==> src/rtl/cfs_pkg.sv <==
// shared types and constants for the cue fade scheduler
`default_nettype none
package cfs_pkg;
	localparam logic [1:0] CMD_ADD     = 2'd0;
	localparam logic [1:0] CMD_ADVANCE = 2'd1;
	localparam logic [1:0] CMD_SET     = 2'd2;
	localparam logic [1:0] CMD_CLEAR   = 2'd3;

	localparam logic [2:0] KIND_ADDED   = 3'd0;
	localparam logic [2:0] KIND_DROPPED = 3'd1;
	localparam logic [2:0] KIND_ACTIVE  = 3'd2;
	localparam logic [2:0] KIND_NONE    = 3'd3;
	localparam logic [2:0] KIND_CLEARED = 3'd4;

	// byte addresses of the configuration registers
	localparam logic [2:0] ADDR_KEEP_SORTED  = 3'd0;
	localparam logic [2:0] ADDR_MAX_REPORTED = 3'd4;

	localparam logic [16:0] Q15_ONE = 17'd32768;

	typedef struct packed {
		logic [1:0]  cmd;
		logic [31:0] cue_start;
		logic [31:0] cue_end;
		logic [31:0] cue_fade_in;
		logic [31:0] cue_fade_out;
		logic [15:0] cue_tag;
		logic [31:0] time_value;
	} item_t;

	typedef struct packed {
		logic [2:0]  kind;
		logic [15:0] active_tag;
		logic [15:0] opacity;
		logic        last;
	} result_t;
endpackage
`default_nettype wire

==> src/rtl/cfs_fifo.sv <==
// short word queue between the front and back parts
`default_nettype none
module cfs_fifo
	import cfs_pkg::*;
(
	input  wire logic  clk,
	input  wire logic  arst_n,
	input  wire item_t wr_data,
	input  wire logic  wr_valid,
	output logic       wr_ready,
	output item_t      rd_data,
	output logic       rd_valid,
	input  wire logic  rd_ready
);
	item_t      mem_q [2];
	logic       wp_q, rp_q;
	logic [1:0] cnt_q;

	assign wr_ready = (cnt_q != 2'd2);
	assign rd_valid = (cnt_q != 2'd0);
	assign rd_data  = mem_q[rp_q];

	always_ff @(posedge clk) begin
		if (wr_valid && wr_ready) mem_q[wp_q] <= wr_data;
	end

	always_ff @(posedge clk or negedge arst_n) begin
		if (!arst_n) begin
			wp_q <= 1'b0; rp_q <= 1'b0; cnt_q <= 2'd0;
		end else begin
			if (wr_valid && wr_ready) wp_q <= ~wp_q;
			if (rd_valid && rd_ready) rp_q <= ~rp_q;
			cnt_q <= cnt_q + 2'(wr_valid && wr_ready) - 2'(rd_valid && rd_ready);
		end
	end
endmodule
`default_nettype wire

==> config.mk <==
export PLATFORM = sky130hd
export DESIGN_NAME = cfs_fifo
export DESIGN_NICKNAME = d
export VERILOG_FILES = /design/src/rtl/cfs_pkg.sv /design/src/rtl/cfs_fifo.sv
export SDC_FILE = /design/constraint.sdc
export NUM_CORES = 1
export LEC_CHECK = 0
export ABC_AREA = 1
export BUFFER_PORTS_ARGS = -buffer_cell sky130_fd_sc_hd__buf_4
export CORE_MARGIN = 2
export CORE_UTILIZATION = 52
export CTS_CLUSTER_DIAMETER = 200
export DETAILED_ROUTE_END_ITERATION = 8
export GPL_TIMING_DRIVEN = 0
export PLACE_DENSITY = 0.78
export SLEW_MARGIN = 30
export SYNTH_ARGS = -nofsm -noshare
export SYNTH_HDL_FRONTEND = slang
export SYNTH_SLANG_ARGS = --single-unit
==> constraint.sdc <==
create_clock -name clk -period 10.4 [get_ports clk]
set_input_delay 2.08 -clock clk [delete_from_list [all_inputs] [get_ports clk]]
set_output_delay 2.08 -clock clk [all_outputs]
set_load 0.1 [all_outputs]
==> results.txt <==
Sink Count: 360
final WL: 31100 um
post-synthesis compound-gate area fraction: 0
DR iter-0 viols: 700
Hold Startpoint: wp_q
CTS tree: yes
worst relative slew slack: 0.678
via count: 8511
crit path max fanout: 10
Slowest-stage cell, CP: dfrtp_1
Worst path depth: 6
Final Skew: 0.00738 ns
fin crit period: 4.15 ns
vias in the first global route: 8409
share of cells above drive strength 1: 0.328
sequential-to-total area share from yosys stat: 0.817
# rows: 58
met2 routed WL: 15600 um
max layer used: met5
syn_nets: 1145
CP Launch Type: flop
postcts setup bufs: 0
pin count of the biggest net entering global routing: 89
synth unique cells: 12
CP required: 8.32 ns
Max Transition Viols Final: 0
io pins: 362
Synth Area in Adders: 0.00190
most used cell, CP: buf_4
die area: 26700 sq um
first-pass GRT wire length: 45200 um
RR Startpoint: cnt_q[0]
R2R depth: 8
Crit path max-delay family: buffers and inverters
Antenna Violating Nets Remaining: 0
Worst-Margin Slew: 0.483 ns
DR vias/cell: 4.94
kind of critical path: reg2out
DR WL/cell: 18.0 um
post-synthesis register bit count: 360
post-synthesis instance total: 961
final worst slack: 6.25 ns
crit-path cells: buf_4 > buf_4 > buf_2 > nand2_1 > nand2_1 > buf_4
Synth Area in Simple Gates: 0.157
Detail Placement HPWL: 22000 um
yosys warns: 0
Clk Latency, worst-skew pair: 0.49 ns
final setup fails: 0
post-CTS resize count: 0
MaxCap Viol Count: 0
Port-buffer cells: 361
clk slew on worst S/H paths: 0.06 ns
routed length on met1: 11000 um
Remaining Overflow, GRT: 0
residual DRC count: 0
mux contribution to synthesized area: 0
initial core utilization: 0.527
max frequency: 0.241 GHz
outcome: completed
Synth Area in XOR/XNOR: 0
Worst EP arrival: 2.07 ns
DR pass1 iterations: 5
core area: 25000 sq um
htree depth: 2
CTS hold repair buffers: 0
clock buffers created by TritonCTS: 37
routability-driven placement congestion ratio: 0.811
GRT Overall Usage: 0.226
Die H: 163 um
Hold Fails Final Rpt: 0
synthesized cell area: 13200 sq um
clk buf depth: 3
Synth-to-Final Area Change: 34.5%
syn avg cell area: 13.7 sq um
crit path capture type: primary output
initial antenna violation count: 2
Critical path origin: rp_q
CP max stage delay: 0.32 ns
Root Driver: clkbuf_16
hold path cells: 2
metal3 WL: 3570 um
minimum setup slack after placement: 6.72 ns
Die X: 163 um
final-stage net count: 1557
Hold Path Class: reg2reg
RSZ-0062 raised after global routing: no
largest family of logic cells by synthesized area: simple AND/OR/NAND/NOR gates
WP buf/inv: 4
fin crit share: 0.399
[synthesized netlist by cell type]
cell	count	share of area
buf_2	19	0.0072
buf_4	5	0.0028
buf_6	12	0.010
clkbuf_1	3	0.00085
dfrtp_1	4	0.0076
edfxtp_1	356	0.81
ha_1	2	0.0019
inv_1	8	0.0023
inv_4	1	0.00047
nand2_1	547	0.16
nand3_1	3	0.0011
nor2_1	1	0.00028
[metrics by stage]
| step | instance area (sq um) | cells | hold WS (ns) | utilization | setup TNS (ns) |
|---|---|---|---|---|---|
| after detailed placement | 16700 | 1664 | 0.487 | 0.666 | 0 |
| after global placement | 16300 | 1652 | 0.453 | 0.652 | -741.87 |
| after floorplan | 13200 | 961 | 0.442 | - | 0 |
| after global routing | 17800 | 1724 | 0.529 | 0.709 | 0 |
| final | 17800 | 1724 | 0.512 | 0.709 | 0 |
| after CTS | 17800 | 1723 | 0.511 | 0.709 | 0 |
[registers in the layout, summed over array words and instances, names as in the netlist]
signal / flops
cnt_q: 2
wp_q: 1
rp_q: 1
mem_q: 356
[placed cells by master (no fill, tap or decap), drive strengths merged]
cell type / n
nand2: 547
buf: 409
edfxtp: 356
clkbuf: 48
clkinv: 10
inv: 9
dfrtp: 4
nand3: 3
ha: 2
clkinvlp: 2
bufinv: 2
diode: 1
nor2: 1
[logic make-up after synthesis]
family                   Yosys count
AND/OR/NAND/NOR                  551
flip-flops                       360
buffers and inverters             48
adder cells (fa/ha/maj)            2
[worst paths after layout]
path,end,slack (ns)
hold reg to reg,wp_q,0.51
hold / removal,wp_q,0.51
setup / recovery,rd_data[108],6.25
setup reg to reg,mem_q[1][139],8.36
max in group asynchronous,wp_q,8.92
min in group asynchronous,cnt_q[0],1.37
[worst reg2reg max path, stage by stage, from the launching register on]
cell	delay, ns
dfrtp_1	0.36
inv_1	0.07
nand2_1	0.10
nand2_1	0.14
nor2_4	0.29
buf_16	0.21
buf_16	0.18
buf_16	0.19
buf_16	0.20
[layout make-up]
cell class	count	area (sq um)
multi-input combinational	553	2100
fill	1657	7280
tap	330	413
clock inverter	14	125
clock buffer	45	956
sequential	360	10800
antenna	1	2.50
timing repair buffer	373	3040
buffer	39	279
inverter	9	43.8
[per-layer routing]
metal | up-vias | track usage
met3 | 65 | 0.0919
li1 | 4070 | -
met4 | 2 | 0.0772
met1 | 4001 | 0.252
met2 | 373 | 0.393
met5 | - | 0
Power is left out: the tool's default activity adds up to more than one toggle a clock period on the data nets, which glitch-free logic cannot reach.
