$ cat config.mk
export PLATFORM = sky130hd
export DESIGN_NAME = cfs_front
export DESIGN_NICKNAME = d
export VERILOG_FILES = /design/src/rtl/cfs_pkg.sv /design/src/rtl/cfs_front.sv
export SDC_FILE = /design/constraint.sdc
export NUM_CORES = 1
export LEC_CHECK = 0
export BUFFER_PORTS_ARGS = -buffer_cell sky130_fd_sc_hd__buf_2
export CAP_MARGIN = 40
export CELL_PAD_IN_SITES_DETAIL_PLACEMENT = 1
export CELL_PAD_IN_SITES_GLOBAL_PLACEMENT = 1
export CORE_MARGIN = 8
export CORE_UTILIZATION = 39
export DETAILED_ROUTE_END_ITERATION = 10
export PLACE_DENSITY = 0.95
export SLEW_MARGIN = 10
export SYNTH_ARGS = -nofsm -noshare
export SYNTH_HDL_FRONTEND = slang
export SYNTH_SLANG_ARGS = --single-unit
$ cat constraint.sdc
create_clock -name clk -period 2.37 [get_ports clk]
set_input_delay 0.3555 -clock clk [delete_from_list [all_inputs] [get_ports clk]]
set_output_delay 0.3555 -clock clk [all_outputs]
set_load 0.01 [all_outputs]
$ cat src/rtl/cfs_pkg.sv
// shared types and constants for the cue fade scheduler
`default_nettype none
package cfs_pkg;
	localparam logic [1:0] CMD_ADD     = 2'd0;
	localparam logic [1:0] CMD_ADVANCE = 2'd1;
	localparam logic [1:0] CMD_SET     = 2'd2;
	localparam logic [1:0] CMD_CLEAR   = 2'd3;

	localparam logic [2:0] KIND_ADDED   = 3'd0;
	localparam logic [2:0] KIND_DROPPED = 3'd1;
	localparam logic [2:0] KIND_ACTIVE  = 3'd2;
	localparam logic [2:0] KIND_NONE    = 3'd3;
	localparam logic [2:0] KIND_CLEARED = 3'd4;

	// byte addresses of the configuration registers
	localparam logic [2:0] ADDR_KEEP_SORTED  = 3'd0;
	localparam logic [2:0] ADDR_MAX_REPORTED = 3'd4;

	localparam logic [16:0] Q15_ONE = 17'd32768;

	typedef struct packed {
		logic [1:0]  cmd;
		logic [31:0] cue_start;
		logic [31:0] cue_end;
		logic [31:0] cue_fade_in;
		logic [31:0] cue_fade_out;
		logic [15:0] cue_tag;
		logic [31:0] time_value;
	} item_t;

	typedef struct packed {
		logic [2:0]  kind;
		logic [15:0] active_tag;
		logic [15:0] opacity;
		logic        last;
	} result_t;
endpackage
`default_nettype wire

$ cat src/rtl/cfs_front.sv
// front part: input handshake and command classification into the queue
`default_nettype none
module cfs_front
	import cfs_pkg::*;
(
	input  wire logic        clk,
	input  wire logic        arst_n,
	input  wire logic        valid,
	output logic             ready,
	input  wire item_t       item,
	output item_t            q_data,
	output logic             q_valid,
	input  wire logic        q_ready
);
	item_t full_q;
	logic  full_v_q;
	item_t cls;

	assign ready   = !full_v_q || q_ready;
	assign q_data  = full_q;
	assign q_valid = full_v_q;

	// every command but add carries only the time value
	always_comb begin
		cls = item;
		if (item.cmd != CMD_ADD) begin
			cls.cue_start    = '0;
			cls.cue_end      = '0;
			cls.cue_fade_in  = '0;
			cls.cue_fade_out = '0;
			cls.cue_tag      = '0;
		end
	end

	always_ff @(posedge clk or negedge arst_n) begin
		if (!arst_n) begin
			full_v_q <= 1'b0; full_q <= '0;
		end else if (ready) begin
			full_v_q <= valid;
			full_q   <= cls;
		end
	end
endmodule
`default_nettype wire

==> reports/qor_table.md <==
| Quantity | This run | Unit |
| --- | --- | --- |
| Worst slack on hold paths | 156 | ps |
| Period utilisation layout | 86.4 | % |
| Drt first pass iters | 4 | - |
| Proportion of layout cells with a drive suffix above 1 | 52.6 | % |
| # setup viols final | 0 | - |
| VDD IR-drop max | 0.450 | mV |
| Core occupancy in the finished layout | 52.5 | % |
| Final Hold Viols | 0 | - |
| Overall overflow remaining after global route | 0 | - |
| Clock sinks | 179 | - |
| Final Cell Area | 0.0103 | mm^2 |
| Crit path required time | 2010 | ps |
| Post-CTS setup buffer count | 0 | - |
| Startpoint of the worst register-to-register path | q_valid | - |
| Antenna violations before repair | 2 | - |
| Worst-skew pair later-pin latency | 420 | ps |
| Aggregate global-route resource usage | 21.5 | % |
| Post-route non-filler standard cell count | 1175 | - |
| Crit-path max cell delay | 540 | ps |
| PnR worst setup slack | 322 | ps |
| Most used cells in the layout excluding fill and tap cells | sky130_fd_sc_hd__buf_2 (359), sky130_fd_sc_hd__dfrtp_1 (178), sky130_fd_sc_hd__and3b_1 (144) | - |
| CTS tree | built | - |
| Startpoint of the worst hold path | item[81] | - |
| Setup CP Type | reg2out | - |
| DR DRC count | 0 | - |
| Sum of internal, switching and leakage power | 7.07 | mW |
| Fmax | 488 | MHz |
| Run status | finished, final reports clean | - |
| Number of placement rows | 51 | - |
| Root buffer selected by CTS | sky130_fd_sc_hd__clkbuf_16 | - |
| Count of hold-fix buffers inserted at cts | 1 | - |
| DR iter-0 viols | 318 | - |
| RSZ-0062 raised after global routing | no | - |
| NumNets Final | 1079 | - |
| Initial cell density of the core | 39.9 | % |
| Leakage power summed over all cells | 5.94 | nW |
| Relative max-transition margin | 52.2 | % |
| Time the worst path needs with I/O delays and setup | 2050 | ps |
| Cell count after placement | 1142 | - |
| Placed wire-length estimate | 19.5 | mm |
| Accumulated negative setup slack | 0 | ps |
| Leading cell type in the layout, fill and taps excluded | sky130_fd_sc_hd__buf_2 | - |
| # Max-Cap Violations | 0 | - |
| Vias per inst | 5.31 | - |
| Number of global-route vias before repair | 7016 | - |
| List of cells traversed by the critical path | buf_4, buf_2 | - |
| Depth of the most critical reg-to-reg path | 3 | - |
| Depth of the CTS H-tree | 4 | - |
| Capturing element type of the critical path | primary output | - |
| Yosys warning count | 0 | - |
| Worst clock skew | 11.3 | ps |
| Cell area power density | 687 | mW/mm^2 |
| Final routed wire length divided by cell count | 22.9 | um |
| Die height | 158 | um |
| Slowest CP cell | sky130_fd_sc_hd__buf_4 | - |
| Largest driver fanout on the critical path | 76 | - |
| Horizontal extent of the die | 158 | um |
| Syn Inst Count | 571 | - |
| Fraction of the yosys area taken by sequential cells | 57.3 | % |
| Pin count of the biggest net entering global routing | 145 | - |
| Floorplan die area | 0.0248 | mm^2 |
| Synth unique cells | 12 | - |
| Pre-CTS setup slack | 688 | ps |
| Post-synthesis instance area | 0.00781 | mm^2 |
| Area Growth Syn to Fin | 31.7 | % |
| Data arrival time of the critical path | 1690 | ps |
| Cell area after placement | 0.00974 | mm^2 |
| Total Routed Length | 26.9 | mm |
| Worst min-delay path class | in2reg | - |
| Number of nets produced by synthesis | 753 | - |
| Cts bufs inserted | 17 | - |
| Mean Syn Cell Area | 13.7 | um^2 |
| Slew @ Worst Pin | 717 | ps |
| Number of resized instances in the post-cts repair step | 0 | - |
| Core box area | 0.0196 | mm^2 |
| Clock-pin slew on the worst setup and hold paths | 70 | ps |
| Wire length of the first global-routing pass | 41.3 | mm |
| Kind of start point of the critical path | flip-flop | - |
| #FFs+latches synth | 179 | - |
| GP Congestion | 0.765 | - |
| Via count | 6245 | - |
| Max-slew violations | 0 | - |
| Worst Hold Path Cells | 2 | - |
| Count of input and output buffers | 361 | - |
| Largest buffer count on any clock path | 2 | - |
| Critical Path Source | q_valid | - |
| Number of placed I/O pins | 362 | - |
| Antenna violation net count after detailed routing | 0 | - |
## metal layers
layer	vias to the layer above	track usage, %	share of wire (%)
met4	0	7.34	2.0
met2	278	36.1	49
met3	33	8.31	10
met1	3135	24.7	39
met5	-	0	0
li1	2799	-	-
## registers in the layout, summed over array words and instances (netlist names)
name / count
q_valid: 1
q_data: 178
## synth_stat cells
cell	number	area [um^2]
sky130_fd_sc_hd__nand2b_1	1	6.26
sky130_fd_sc_hd__nand2b_4	1	13.8
sky130_fd_sc_hd__buf_2	13	65.1
sky130_fd_sc_hd__a31o_1	105	920
sky130_fd_sc_hd__dfrtp_1	179	4480
sky130_fd_sc_hd__mux2_2	34	383
sky130_fd_sc_hd__nor2_2	1	6.26
sky130_fd_sc_hd__a31o_2	39	342
sky130_fd_sc_hd__buf_6	17	191
sky130_fd_sc_hd__buf_4	2	15.0
sky130_fd_sc_hd__clkbuf_1	35	131
sky130_fd_sc_hd__and3b_1	144	1260
## path summary, 6_finish.rpt
check	end	slack, ps
max in group asynchronous	q_data[32]	1050
worst min-delay path	q_data[81]	160
worst max-delay path	q_valid	320
worst min register to register	q_data[5]	510
min in group asynchronous	q_data[80]	460
worst max register to register	q_data[3]	690
## logic make-up (layout without fill, tap and decap cells)
kind of cell | after synthesis | after routing | share of synthesized area (%)
AO/OA/AOI/OAI | 144 | 144 | 16.1
buffers and inverters | 67 | 405 | 5.16
flip-flops | 179 | 179 | 57.3
multiplexers | 34 | 34 | 4.90
other | 0 | 1 | 0
AND/OR/NAND/NOR | 147 | 147 | 16.5
## final cells by class
| type | count | area [um^2] |
|---|---|---|
| Antenna cell | 1 | 2.50 |
| Clock buffer | 19 | 433 |
| Clock inverter | 12 | 98.8 |
| Fill cell | 2118 | 9300 |
| Multi-Input combinational cell | 325 | 2940 |
| Sequential cell | 179 | 4480 |
| Tap cell | 265 | 332 |
| Timing Repair Buffer | 374 | 2000 |
## report_power, final
part	leakage [nW]	switching [mW]	internal [mW]
registers	2.35	0.105	3.25
clock network	0.255	1.26	1.36
logic	3.33	0.592	0.495
total	5.94	1.96	5.11
## critical path: cells and delay by family (launching register included)
| family | cells | cell delay [ps] |
|---|---|---|
| flops | 1 | 440 |
| buf+inv | 2 | 800 |
(Power assumes the default switching activity.)
